File: config.mk
export PLATFORM = sky130hd
export DESIGN_NAME = scan_polar_to_cartesian
export DESIGN_NICKNAME = d
export VERILOG_FILES = /design/src/rtl/spc_pkg.sv /design/src/rtl/scan_polar_to_cartesian.sv /design/src/rtl/spc_front.sv /design/src/rtl/spc_queue.sv /design/src/rtl/spc_back.sv
export VERILOG_INCLUDE_DIRS = /design/src /design/src/rtl
export SDC_FILE = /design/constraint.sdc
export NUM_CORES = 2
export LEC_CHECK = 0
export BUFFER_PORTS_ARGS = -buffer_cell sky130_fd_sc_hd__buf_2
export CAP_MARGIN = 20
export CORE_ASPECT_RATIO = 0.8
export CORE_MARGIN = 4
export CORE_UTILIZATION = 50
export DETAILED_ROUTE_END_ITERATION = 6
export PLACE_DENSITY = 0.73
export SLEW_MARGIN = 20
export SYNTH_ARGS = -nofsm -noshare
export SYNTH_HDL_FRONTEND = slang
export SYNTH_SLANG_ARGS = --single-unit
export TNS_END_PERCENT = 50
File: constraint.sdc
create_clock -name clk -period 9.5 [get_ports clk]
set_input_delay 1.425 -clock clk [delete_from_list [all_inputs] [get_ports clk]]
set_output_delay 1.425 -clock clk [all_outputs]
set_load 0.02 [all_outputs]
File: src/rtl/scan_polar_to_cartesian_assert.svh
// Assertion macros used by the scan converter top level.
`ifndef SCAN_POLAR_TO_CARTESIAN_ASSERT_SVH
`define SCAN_POLAR_TO_CARTESIAN_ASSERT_SVH

// Same-cycle implication, checked outside reset.
`define SPC_ASSERT_NOW(label, clk, rst_n, ante, cons) \
  label: assert property (@(posedge clk) disable iff (!rst_n) (ante) |-> (cons)) \
    else $error("scan converter check failed");

// Next-cycle implication, checked outside reset.
`define SPC_ASSERT_NEXT(label, clk, rst_n, ante, cons) \
  label: assert property (@(posedge clk) disable iff (!rst_n) (ante) |=> (cons)) \
    else $error("scan converter check failed");

`endif

File: src/rtl/spc_pkg.sv
// Shared types, constants and the arctangent table of the scan converter.
package spc_pkg;

  localparam int MAX_SAMPLES  = 4096;
  localparam int CORDIC_STEPS = 16;
  localparam int TABLE_LEN    = 24;

  localparam int RANGE_W  = 16;
  localparam int INTEN_W  = 16;
  localparam int ANGLE_W  = 32;
  localparam int COUNT_W  = 13;
  localparam int COORD_W  = 17;
  localparam int CFG_IDX_W = 2;
  localparam int CFG_DATA_W = 32;

  localparam int XY_W    = 36;
  localparam int Z_W     = 33;
  localparam int STEP_W  = $clog2(TABLE_LEN);
  localparam int GAIN_W  = 30;
  localparam int PROD_W  = RANGE_W + GAIN_W;
  localparam int FRAC_BITS = 16;

  localparam logic [GAIN_W-1:0] GAIN_Q30 = 30'd652032874;
  localparam logic [COUNT_W-1:0] KEEP_CAP =
      COUNT_W'((MAX_SAMPLES < 8191) ? MAX_SAMPLES : 8191);
  localparam logic [STEP_W-1:0] LAST_STEP =
      STEP_W'(((CORDIC_STEPS < TABLE_LEN) ? CORDIC_STEPS : TABLE_LEN) - 1);

  localparam int QUEUE_DEPTH = 2;
  localparam int QPTR_W = (QUEUE_DEPTH > 1) ? $clog2(QUEUE_DEPTH) : 1;
  localparam int QCNT_W = $clog2(QUEUE_DEPTH + 1);

  typedef enum logic [CFG_IDX_W-1:0] {
    REG_ANGLE_START = 2'd0,
    REG_ANGLE_STEP  = 2'd1,
    REG_RANGE_LIMIT = 2'd2
  } cfg_reg_t;

  typedef enum logic [1:0] {
    BK_IDLE,
    BK_MUL,
    BK_ITER,
    BK_DONE
  } back_state_t;

  // One classified sample on its way to the rotator.
  typedef struct packed {
    logic [RANGE_W-1:0] range_mm;
    logic [INTEN_W-1:0] intensity;
    logic [ANGLE_W-1:0] angle;
    logic               kept;
    logic [COUNT_W-1:0] kept_count;
    logic               scan_end;
  } spc_item_t;

  // atan(2^-i), 2^32 per turn.
  function automatic logic [ANGLE_W-1:0] atan_lut(input logic [STEP_W-1:0] i);
    logic [ANGLE_W-1:0] v;
    case (i)
      5'd0:  v = 32'h20000000;
      5'd1:  v = 32'h12E4051E;
      5'd2:  v = 32'h09FB385B;
      5'd3:  v = 32'h051111D4;
      5'd4:  v = 32'h028B0D43;
      5'd5:  v = 32'h0145D7E1;
      5'd6:  v = 32'h00A2F61E;
      5'd7:  v = 32'h00517C55;
      5'd8:  v = 32'h0028BE53;
      5'd9:  v = 32'h00145F2F;
      5'd10: v = 32'h000A2F98;
      5'd11: v = 32'h000517CC;
      5'd12: v = 32'h00028BE6;
      5'd13: v = 32'h000145F3;
      5'd14: v = 32'h0000A2FA;
      5'd15: v = 32'h0000517D;
      5'd16: v = 32'h000028BE;
      5'd17: v = 32'h0000145F;
      5'd18: v = 32'h00000A30;
      5'd19: v = 32'h00000518;
      5'd20: v = 32'h0000028C;
      5'd21: v = 32'h00000146;
      5'd22: v = 32'h000000A3;
      5'd23: v = 32'h00000051;
      default: v = '0;
    endcase
    return v;
  endfunction

endpackage

File: src/rtl/scan_polar_to_cartesian.sv
// Lidar scan polar-to-Cartesian converter, one result beat per sample beat.
// A kept sample is pushed into the queue, popped in BK_IDLE, scaled in BK_MUL, rotated in
// BK_ITER and loaded into the output register in BK_DONE; a dropped one skips BK_MUL and BK_ITER.
// The single shared CORDIC stage runs one rotation step a cycle and takes one kept sample
// at a time; the queue can accept new samples meanwhile until it is full.
// Reset (synchronous, active low) clears angle, count, queue and angle registers and
// sets the range limit to its maximum; a two-beat queue decouples front and rotator.
`include "scan_polar_to_cartesian_assert.svh"
module scan_polar_to_cartesian (
  input  logic                        clk,
  input  logic                        rst_n,
  input  logic                        cfg_wr_en,
  input  logic [spc_pkg::CFG_IDX_W-1:0]  cfg_index,
  input  logic [spc_pkg::CFG_DATA_W-1:0] cfg_wdata,
  input  logic                        in_valid,
  output logic                        in_stall,
  input  logic [spc_pkg::RANGE_W-1:0] in_range_mm,
  input  logic [spc_pkg::INTEN_W-1:0] in_intensity,
  input  logic                        in_first_sample,
  input  logic                        in_last_sample,
  output logic                        out_valid,
  input  logic                        out_stall,
  output logic                        out_kept,
  output logic signed [spc_pkg::COORD_W-1:0] out_x_mm,
  output logic signed [spc_pkg::COORD_W-1:0] out_y_mm,
  output logic [spc_pkg::INTEN_W-1:0] out_point_intensity,
  output logic [spc_pkg::COUNT_W-1:0] out_kept_count,
  output logic                        out_scan_end
);
  import spc_pkg::*;

  logic      q_push, q_pop, q_full, q_empty;
  spc_item_t push_item, pop_item;

  spc_front u_front (
    .clk             (clk),
    .rst_n           (rst_n),
    .cfg_wr_en       (cfg_wr_en),
    .cfg_index       (cfg_index),
    .cfg_wdata       (cfg_wdata),
    .in_valid        (in_valid),
    .in_stall        (in_stall),
    .in_range_mm     (in_range_mm),
    .in_intensity    (in_intensity),
    .in_first_sample (in_first_sample),
    .in_last_sample  (in_last_sample),
    .q_full          (q_full),
    .q_push          (q_push),
    .q_item          (push_item)
  );

  spc_queue u_queue (
    .clk       (clk),
    .rst_n     (rst_n),
    .push      (q_push),
    .push_item (push_item),
    .pop       (q_pop),
    .pop_item  (pop_item),
    .full      (q_full),
    .empty     (q_empty)
  );

  spc_back u_back (
    .clk                 (clk),
    .rst_n               (rst_n),
    .q_empty             (q_empty),
    .q_item              (pop_item),
    .q_pop               (q_pop),
    .out_valid           (out_valid),
    .out_stall           (out_stall),
    .out_kept            (out_kept),
    .out_x_mm            (out_x_mm),
    .out_y_mm            (out_y_mm),
    .out_point_intensity (out_point_intensity),
    .out_kept_count      (out_kept_count),
    .out_scan_end        (out_scan_end)
  );

  // a dropped sample carries no coordinates and no intensity
  `SPC_ASSERT_NOW(a_drop_zero, clk, rst_n, out_valid && !out_kept,
    out_x_mm == '0 && out_y_mm == '0 && out_point_intensity == '0)
  // coordinates stay inside the saturation bounds
  `SPC_ASSERT_NOW(a_coord_bound, clk, rst_n, out_valid,
    out_x_mm != -(COORD_W'(65536)) && out_y_mm != -(COORD_W'(65536)))
  // the queue is never popped while empty
  `SPC_ASSERT_NOW(a_no_underflow, clk, rst_n, q_pop, !q_empty)
  // a push into an empty queue leaves it non-empty next cycle
  `SPC_ASSERT_NEXT(a_push_lands, clk, rst_n, q_push && q_empty, !q_empty)

endmodule

File: src/rtl/spc_front.sv
// Front end: config registers, sample angle tracking, range gate and kept count.
module spc_front (
  input  logic                        clk,
  input  logic                        rst_n,
  input  logic                        cfg_wr_en,
  input  logic [spc_pkg::CFG_IDX_W-1:0]  cfg_index,
  input  logic [spc_pkg::CFG_DATA_W-1:0] cfg_wdata,
  input  logic                        in_valid,
  output logic                        in_stall,
  input  logic [spc_pkg::RANGE_W-1:0] in_range_mm,
  input  logic [spc_pkg::INTEN_W-1:0] in_intensity,
  input  logic                        in_first_sample,
  input  logic                        in_last_sample,
  input  logic                        q_full,
  output logic                        q_push,
  output spc_pkg::spc_item_t          q_item
);
  import spc_pkg::*;

  logic [ANGLE_W-1:0] angle_start_r;
  logic [ANGLE_W-1:0] angle_step_r;
  logic [RANGE_W-1:0] range_limit_r;
  logic [ANGLE_W-1:0] sample_angle_r, sample_angle_nxt;
  logic [COUNT_W-1:0] kept_total_r, kept_total_nxt;
  logic [ANGLE_W-1:0] cur_angle;
  logic [COUNT_W-1:0] count_base;
  logic               keep;

  assign in_stall = q_full;
  assign q_push   = in_valid && !q_full;

  always_comb begin
    cur_angle  = in_first_sample ? angle_start_r : sample_angle_r;
    count_base = in_first_sample ? '0 : kept_total_r;
    keep       = (in_range_mm != '0) && (in_range_mm < range_limit_r);
    sample_angle_nxt = sample_angle_r;
    kept_total_nxt   = kept_total_r;
    if (q_push) begin
      sample_angle_nxt = cur_angle + angle_step_r;
      kept_total_nxt   = count_base;
      if (keep && (count_base < KEEP_CAP)) begin
        kept_total_nxt = count_base + COUNT_W'(1);
      end
    end
    q_item.range_mm   = in_range_mm;
    q_item.intensity  = keep ? in_intensity : '0;
    q_item.angle      = cur_angle;
    q_item.kept       = keep;
    q_item.kept_count = kept_total_nxt;
    q_item.scan_end   = in_last_sample;
  end

  always_ff @(posedge clk) begin
    if (!rst_n) begin
      angle_start_r  <= '0;
      angle_step_r   <= '0;
      range_limit_r  <= '1;
      sample_angle_r <= '0;
      kept_total_r   <= '0;
    end else begin
      sample_angle_r <= sample_angle_nxt;
      kept_total_r   <= kept_total_nxt;
      if (cfg_wr_en) begin
        case (cfg_index)
          REG_ANGLE_START: angle_start_r <= cfg_wdata[ANGLE_W-1:0];
          REG_ANGLE_STEP:  angle_step_r  <= cfg_wdata[ANGLE_W-1:0];
          REG_RANGE_LIMIT: range_limit_r <= cfg_wdata[RANGE_W-1:0];
          default: ;
        endcase
      end
    end
  end

endmodule

File: src/rtl/spc_queue.sv
// Short FIFO of classified samples between the front end and the rotator.
module spc_queue (
  input  logic               clk,
  input  logic               rst_n,
  input  logic               push,
  input  spc_pkg::spc_item_t push_item,
  input  logic               pop,
  output spc_pkg::spc_item_t pop_item,
  output logic               full,
  output logic               empty
);
  import spc_pkg::*;

  spc_item_t           mem_r [QUEUE_DEPTH];
  logic [QPTR_W-1:0]   wr_ptr_r, rd_ptr_r;
  logic [QCNT_W-1:0]   cnt_r;

  assign full     = (cnt_r == QCNT_W'(QUEUE_DEPTH));
  assign empty    = (cnt_r == '0);
  assign pop_item = mem_r[rd_ptr_r];

  function automatic logic [QPTR_W-1:0] ptr_inc(input logic [QPTR_W-1:0] p);
    return (p == QPTR_W'(QUEUE_DEPTH - 1)) ? '0 : p + QPTR_W'(1);
  endfunction

  always_ff @(posedge clk) begin
    if (push) begin
      mem_r[wr_ptr_r] <= push_item;
    end
  end

  always_ff @(posedge clk) begin
    if (!rst_n) begin
      wr_ptr_r <= '0;
      rd_ptr_r <= '0;
      cnt_r    <= '0;
    end else begin
      if (push) wr_ptr_r <= ptr_inc(wr_ptr_r);
      if (pop)  rd_ptr_r <= ptr_inc(rd_ptr_r);
      case ({push, pop})
        2'b10:   cnt_r <= cnt_r + QCNT_W'(1);
        2'b01:   cnt_r <= cnt_r - QCNT_W'(1);
        default: ;
      endcase
    end
  end

endmodule

File: src/rtl/spc_back.sv
// Back end: iterative CORDIC rotator, quadrant fix-up, rounding and output register.
module spc_back (
  input  logic                        clk,
  input  logic                        rst_n,
  input  logic                        q_empty,
  input  spc_pkg::spc_item_t          q_item,
  output logic                        q_pop,
  output logic                        out_valid,
  input  logic                        out_stall,
  output logic                        out_kept,
  output logic signed [spc_pkg::COORD_W-1:0] out_x_mm,
  output logic signed [spc_pkg::COORD_W-1:0] out_y_mm,
  output logic [spc_pkg::INTEN_W-1:0] out_point_intensity,
  output logic [spc_pkg::COUNT_W-1:0] out_kept_count,
  output logic                        out_scan_end
);
  import spc_pkg::*;

  back_state_t state_r, state_nxt;

  spc_item_t               item_r, item_nxt;
  logic [1:0]              quad_r, quad_nxt;
  logic signed [Z_W-1:0]   z_r, z_nxt;
  logic signed [XY_W-1:0]  x_r, x_nxt;
  logic signed [XY_W-1:0]  y_r, y_nxt;
  logic [STEP_W-1:0]       step_r, step_nxt;

  logic                    out_valid_r, out_valid_nxt;
  logic                    out_load;

  logic [1:0]              quad_in;
  logic [ANGLE_W-1:0]      resid;
  logic [PROD_W-1:0]       prod;
  logic [PROD_W-1:0]       prod_rnd;
  logic signed [XY_W-1:0]  dx, dy;
  logic signed [Z_W-1:0]   atan_z;
  logic signed [XY_W-1:0]  rx, ry;
  logic signed [COORD_W-1:0] fx, fy;

  function automatic logic signed [COORD_W-1:0] round_sat(input logic signed [XY_W-1:0] v);
    logic signed [XY_W:0] t;
    logic signed [XY_W:0] s;
    logic signed [COORD_W-1:0] r;
    t = {v[XY_W-1], v} + (XY_W+1)'(1 << (FRAC_BITS - 1));
    s = t >>> FRAC_BITS;
    if (s > (XY_W+1)'(65535)) begin
      r = COORD_W'(65535);
    end else if (s < -(XY_W+1)'(65535)) begin
      r = -COORD_W'(65535);
    end else begin
      r = s[COORD_W-1:0];
    end
    return r;
  endfunction

  assign out_valid = out_valid_r;

  always_comb begin
    // nearest quarter turn and the residual inside it
    quad_in  = 2'((q_item.angle + 32'h20000000) >> 30);
    resid    = q_item.angle - {quad_in, 30'd0};
    prod     = PROD_W'(item_r.range_mm) * PROD_W'(GAIN_Q30);
    prod_rnd = prod + PROD_W'(1 << 13);
    dx       = y_r >>> step_r;
    dy       = x_r >>> step_r;
    atan_z   = Z_W'(atan_lut(step_r));
    case (quad_r)
      2'd0: begin rx = x_r;  ry = y_r;  end
      2'd1: begin rx = -y_r; ry = x_r;  end
      2'd2: begin rx = -x_r; ry = -y_r; end
      default: begin rx = y_r; ry = -x_r; end
    endcase
    fx = item_r.kept ? round_sat(rx) : '0;
    fy = item_r.kept ? round_sat(ry) : '0;
  end

  always_comb begin
    state_nxt = state_r;
    item_nxt  = item_r;
    quad_nxt  = quad_r;
    z_nxt     = z_r;
    x_nxt     = x_r;
    y_nxt     = y_r;
    step_nxt  = step_r;
    q_pop     = 1'b0;
    out_load  = 1'b0;
    out_valid_nxt = out_valid_r && out_stall;
    case (state_r)
      BK_IDLE: begin
        if (!q_empty) begin
          q_pop    = 1'b1;
          item_nxt = q_item;
          quad_nxt = quad_in;
          z_nxt    = Z_W'($signed(resid));
          // dropped samples skip the rotation
          state_nxt = q_item.kept ? BK_MUL : BK_DONE;
        end
      end
      BK_MUL: begin
        x_nxt     = XY_W'(prod_rnd[PROD_W-1:14]);
        y_nxt     = '0;
        step_nxt  = '0;
        state_nxt = BK_ITER;
      end
      BK_ITER: begin
        if (!z_r[Z_W-1]) begin
          x_nxt = x_r - dx;
          y_nxt = y_r + dy;
          z_nxt = z_r - atan_z;
        end else begin
          x_nxt = x_r + dx;
          y_nxt = y_r - dy;
          z_nxt = z_r + atan_z;
        end
        step_nxt = step_r + STEP_W'(1);
        if (step_r == LAST_STEP) begin
          state_nxt = BK_DONE;
        end
      end
      BK_DONE: begin
        // hold until the output register is free
        if (!out_valid_r || !out_stall) begin
          out_load      = 1'b1;
          out_valid_nxt = 1'b1;
          state_nxt     = BK_IDLE;
        end
      end
      default: state_nxt = BK_IDLE;
    endcase
  end

  always_ff @(posedge clk) begin
    if (!rst_n) begin
      state_r     <= BK_IDLE;
      out_valid_r <= 1'b0;
    end else begin
      state_r     <= state_nxt;
      out_valid_r <= out_valid_nxt;
    end
  end

  always_ff @(posedge clk) begin
    item_r <= item_nxt;
    quad_r <= quad_nxt;
    z_r    <= z_nxt;
    x_r    <= x_nxt;
    y_r    <= y_nxt;
    step_r <= step_nxt;
    if (out_load) begin
      out_kept            <= item_r.kept;
      out_x_mm            <= fx;
      out_y_mm            <= fy;
      out_point_intensity <= item_r.intensity;
      out_kept_count      <= item_r.kept_count;
      out_scan_end        <= item_r.scan_end;
    end
  end

endmodule

==> Implementation_results.wiki <==
{| class="wikitable"
! Metric !! Value
|-
| Critical Setup Path Class || reg -> reg
|-
| Max_slew headroom || between 20% and 30%
|-
| Most frequent cells in the layout || nand2_1, a21oi_1, edfxtp_1
|-
| Remaining global-route overflow || 0
|-
| Area added between synthesis and finish || 8.13%
|-
| Total Routing Usage GR || 23.5%
|-
| Number of enable-type register cells in the synthesized netlist || 382
|-
| Number of clock sinks seen by CTS || between 500 and 600
|-
| Proportion of synthesized flip-flops having asynchronous set or reset || 0%
|-
| Number of buffers on the longest clock path || 3
|-
| Initial core utilization || 50.7%
|-
| Fill cell count || 7879
|-
| Input/output buffers || 139
|-
| Share of the synthesized netlist area taken by xor and xnor gates || 6.98%
|-
| Layout cell share with drive strength beyond 1 || about an eighth
|-
| Reg clk slew, reported paths || around 0.070 ns
|-
| Die Span X || 345 um
|-
| Final GP Congestion || about 0.95
|-
| Clock tree from TritonCTS || done
|-
| Mapped Nets || 5290
|-
| Top-level I/O count || 140
|-
| Post-route antenna net violation count || 0
|-
| Final critical-path required period || 8.64 ns
|-
| Post-Route Setup TNS || 0 ns
|-
| Core ar. || ~90000 sq um
|-
| Arrival time reported for the critical path endpoint || 9.12 ns
|-
| Clock root buffer master || clkbuf_16
|-
| Chip Height || approximately 280 um
|-
| Kind of path behind the tightest hold check || reg -> reg
|-
| Worst-case clock skew || between 0.015 and 0.02 ns
|-
| # diodes || 0
|-
| Violation count after the first detailed-routing iteration || between 3000 and 4000
|-
| Setup repair after global routing missed its margin || false
|-
| Combinational family with the most area after synthesis || adder cells
|-
| Number of antenna violations at the first check in global routing || 3
|-
| Outcome || finished, final reports clean
|-
| Area enclosed by the die boundary || 96000 sq um
|-
| Transition time of the tightest slew-check pin || 1.09 ns
|-
| Yosys cell types || 94
|-
| Simple-gate area share of the yosys netlist || 13.8%
|-
| Count of max-cap constraint violations || 0
|-
| Half-perimeter wire length of the detailed placement result || 86.7 mm
|-
| Sequential area share after synthesis || 32.4%
|-
| Main flop type after synthesis || edfxtp_1
|-
| WL per Instance || 19.4 um
|-
| Launching element type of the critical path || register
|-
| Ratio of final minimum period to clock period || 90.9%
|-
| Pre-antenna DRT Iters || 6
|-
| Final-report hold violation count || 0
|-
| Number of instances resized during post-cts repair || 0
|-
| Kind of end point of the critical path || register
|-
| Mean area per synthesized cell || between 9 and 10 sq um
|-
| Post-CTS Hold Fix Bufs || 0
|-
| Final net count || 5301
|-
| Skew-Pair Late Insertion Delay || 0.65 ns
|-
| Vias after detailed routing || between 30000 and 40000
|-
| Vias in the first global route || 33500
|-
| CP Data Required Time || 9.98 ns
|-
| Count of state elements after synthesis || around 550
|-
| Syn. warnings || 0
|-
| Setup violators final || 0
|-
| Synthesized-area fraction occupied by ao, oa, aoi and oai cells || between 10% and 20%
|-
| Wire length of the first global-routing pass || around 180 mm
|-
| Mux contribution to synthesized area || around a tenth
|-
| TritonCTS buffer count || 58
|-
| Number of post-CTS setup repair buffers || 0
|-
| FMAX || around 120 MHz
|-
| Maximum fanout encountered on the critical timing path || 7
|-
| Count of pins over their slew limit || 0
|-
| Pin count of the biggest net entering global routing || 95
|-
| Post-DR vias/cell || 5.93
|-
| Synth Area in Adders || 16.7%
|-
| Post-synthesis instance area || 45500 sq um
|-
| Most common cell after layout, fill and taps aside || nand2_1
|-
| WL final || 116 mm
|-
| Post-detailed-route DRC marker count || 0
|-
| Post-Synthesis Cells || 4712
|-
| CTS HTree Levels || 2
|-
| Row count || 98
|}
[sequential cells by signal (all words and copies together), names as in the netlist, 30 cells and up, named ones only]
name                    count
u_back.x_r                 36
u_queue.mem_r             158
u_back.item_r              47
u_front.angle_start_r      32
u_back.atan_z              30
u_front.angle_step_r       32
u_back.z_r                 33
u_front.sample_angle_r     32
u_back.y_r                 36
[cell families after synthesis]
family | count (synthesis)
xor+xnor | 363
buf+inv | 610
simple gates | 1294
flops | 545
mux | 330
fa+ha+maj | 505
compound gates | 1065
[per-stage QoR]
step                worst slack, ns  utilization (%)  std cells  cell area (sq um)  hold WS (ns)
floorplan                      1.80                -       4712              45500         0.400
global placement               1.06             52.5       5860              47200         0.400
finish                        0.861             54.8       5973              49200         0.414
detailed placement            0.979             52.5       5860              47200         0.406
global route                  0.386             54.8       5973              49200         0.419
CTS                           0.946             54.7       5970              49200         0.419
[per-layer routing]
metal / vias up / track usage, % / wire length [um]
met5: - / 0 / 27
li1: 17000 / - / -
met4: 4 / 4.84 / 2290
met2: 1314 / 35.5 / 50200
met1: 17000 / 34.7 / 53500
met3: 155 / 5.17 / 10000
[path summary, 6_finish.rpt]
kind	cells after the start	endpoint	slack, ns	startpoint
setup / recovery	24	u_back.x_r[30]$_DFFE_PN_	0.86	u_back.item_r[75]$_DFFE_PP_
hold / removal	0	u_back.out_kept_count[2]$_DFFE_PP_	0.41	u_back.item_r[3]$_DFFE_PP_
setup reg to reg	24	u_back.x_r[30]$_DFFE_PN_	0.86	u_back.item_r[75]$_DFFE_PP_
hold reg to reg	0	u_back.out_kept_count[2]$_DFFE_PP_	0.41	u_back.item_r[3]$_DFFE_PP_
[worst max-delay path: stages (launching register included)]
cell	delay [ns]
edfxtp_1	0.55
ha_1	0.39
inv_1	0.15
fa_1	0.63
fa_1	0.59
inv_1	0.06
fa_1	0.54
fa_1	0.56
inv_1	0.05
fa_1	0.52
inv_1	0.04
ha_1	0.35
a21oi_1	0.29
o211ai_1	0.14
a2bb2oi_1	0.31
nand3_1	0.19
a31oi_1	0.39
a21oi_1	0.14
xnor2_1	0.18
or3b_2	0.51
or4b_1	0.59
nor4_2	0.47
a31oi_1	0.16
or4_1	0.48
a31oi_1	0.17
[area by class of cell]
class	count	area, sq um	area share (%)
clock buffers	66	1510	3.07
clock inverters	44	475	0.966
inverters	383	1440	2.92
multi-input cells	3557	28500	57.9
flip-flops and latches	545	14700	29.9
well taps	1200	1500	3.05
repair buffers	178	1050	2.14
[synth_stat cells, drive strengths merged, types with 15 or more instances]
master / n / area (sq um)
mux4: 102 / 2300
nand2: 457 / 1720
and2: 80 / 500
nand4: 24 / 150
o21bai: 21 / 158
or3: 37 / 236
buf: 62 / 294
mux2i: 113 / 1130
a21boi: 15 / 113
ha: 333 / 4170
a21o: 85 / 638
mux2: 115 / 1290
nor4: 31 / 221
o211ai: 48 / 360
o31ai: 28 / 210
xnor2: 206 / 1800
a21oi: 386 / 1940
o21ai: 215 / 1110
nor3: 83 / 420
or2: 24 / 150
xor2: 157 / 1380
fa: 172 / 3440
nand2b: 46 / 288
nor2b: 41 / 257
nand3: 91 / 460
edfxtp: 382 / 11500
nor2: 262 / 983
inv: 382 / 1430
dfxtp: 163 / 3260
and3: 43 / 269
clkbuf: 165 / 621
a31oi: 65 / 407
a211oi: 33 / 248
o21a: 36 / 270
Power is left out: the tool's default activity adds up to more than one toggle a clock period on the data nets, which glitch-free logic cannot reach.
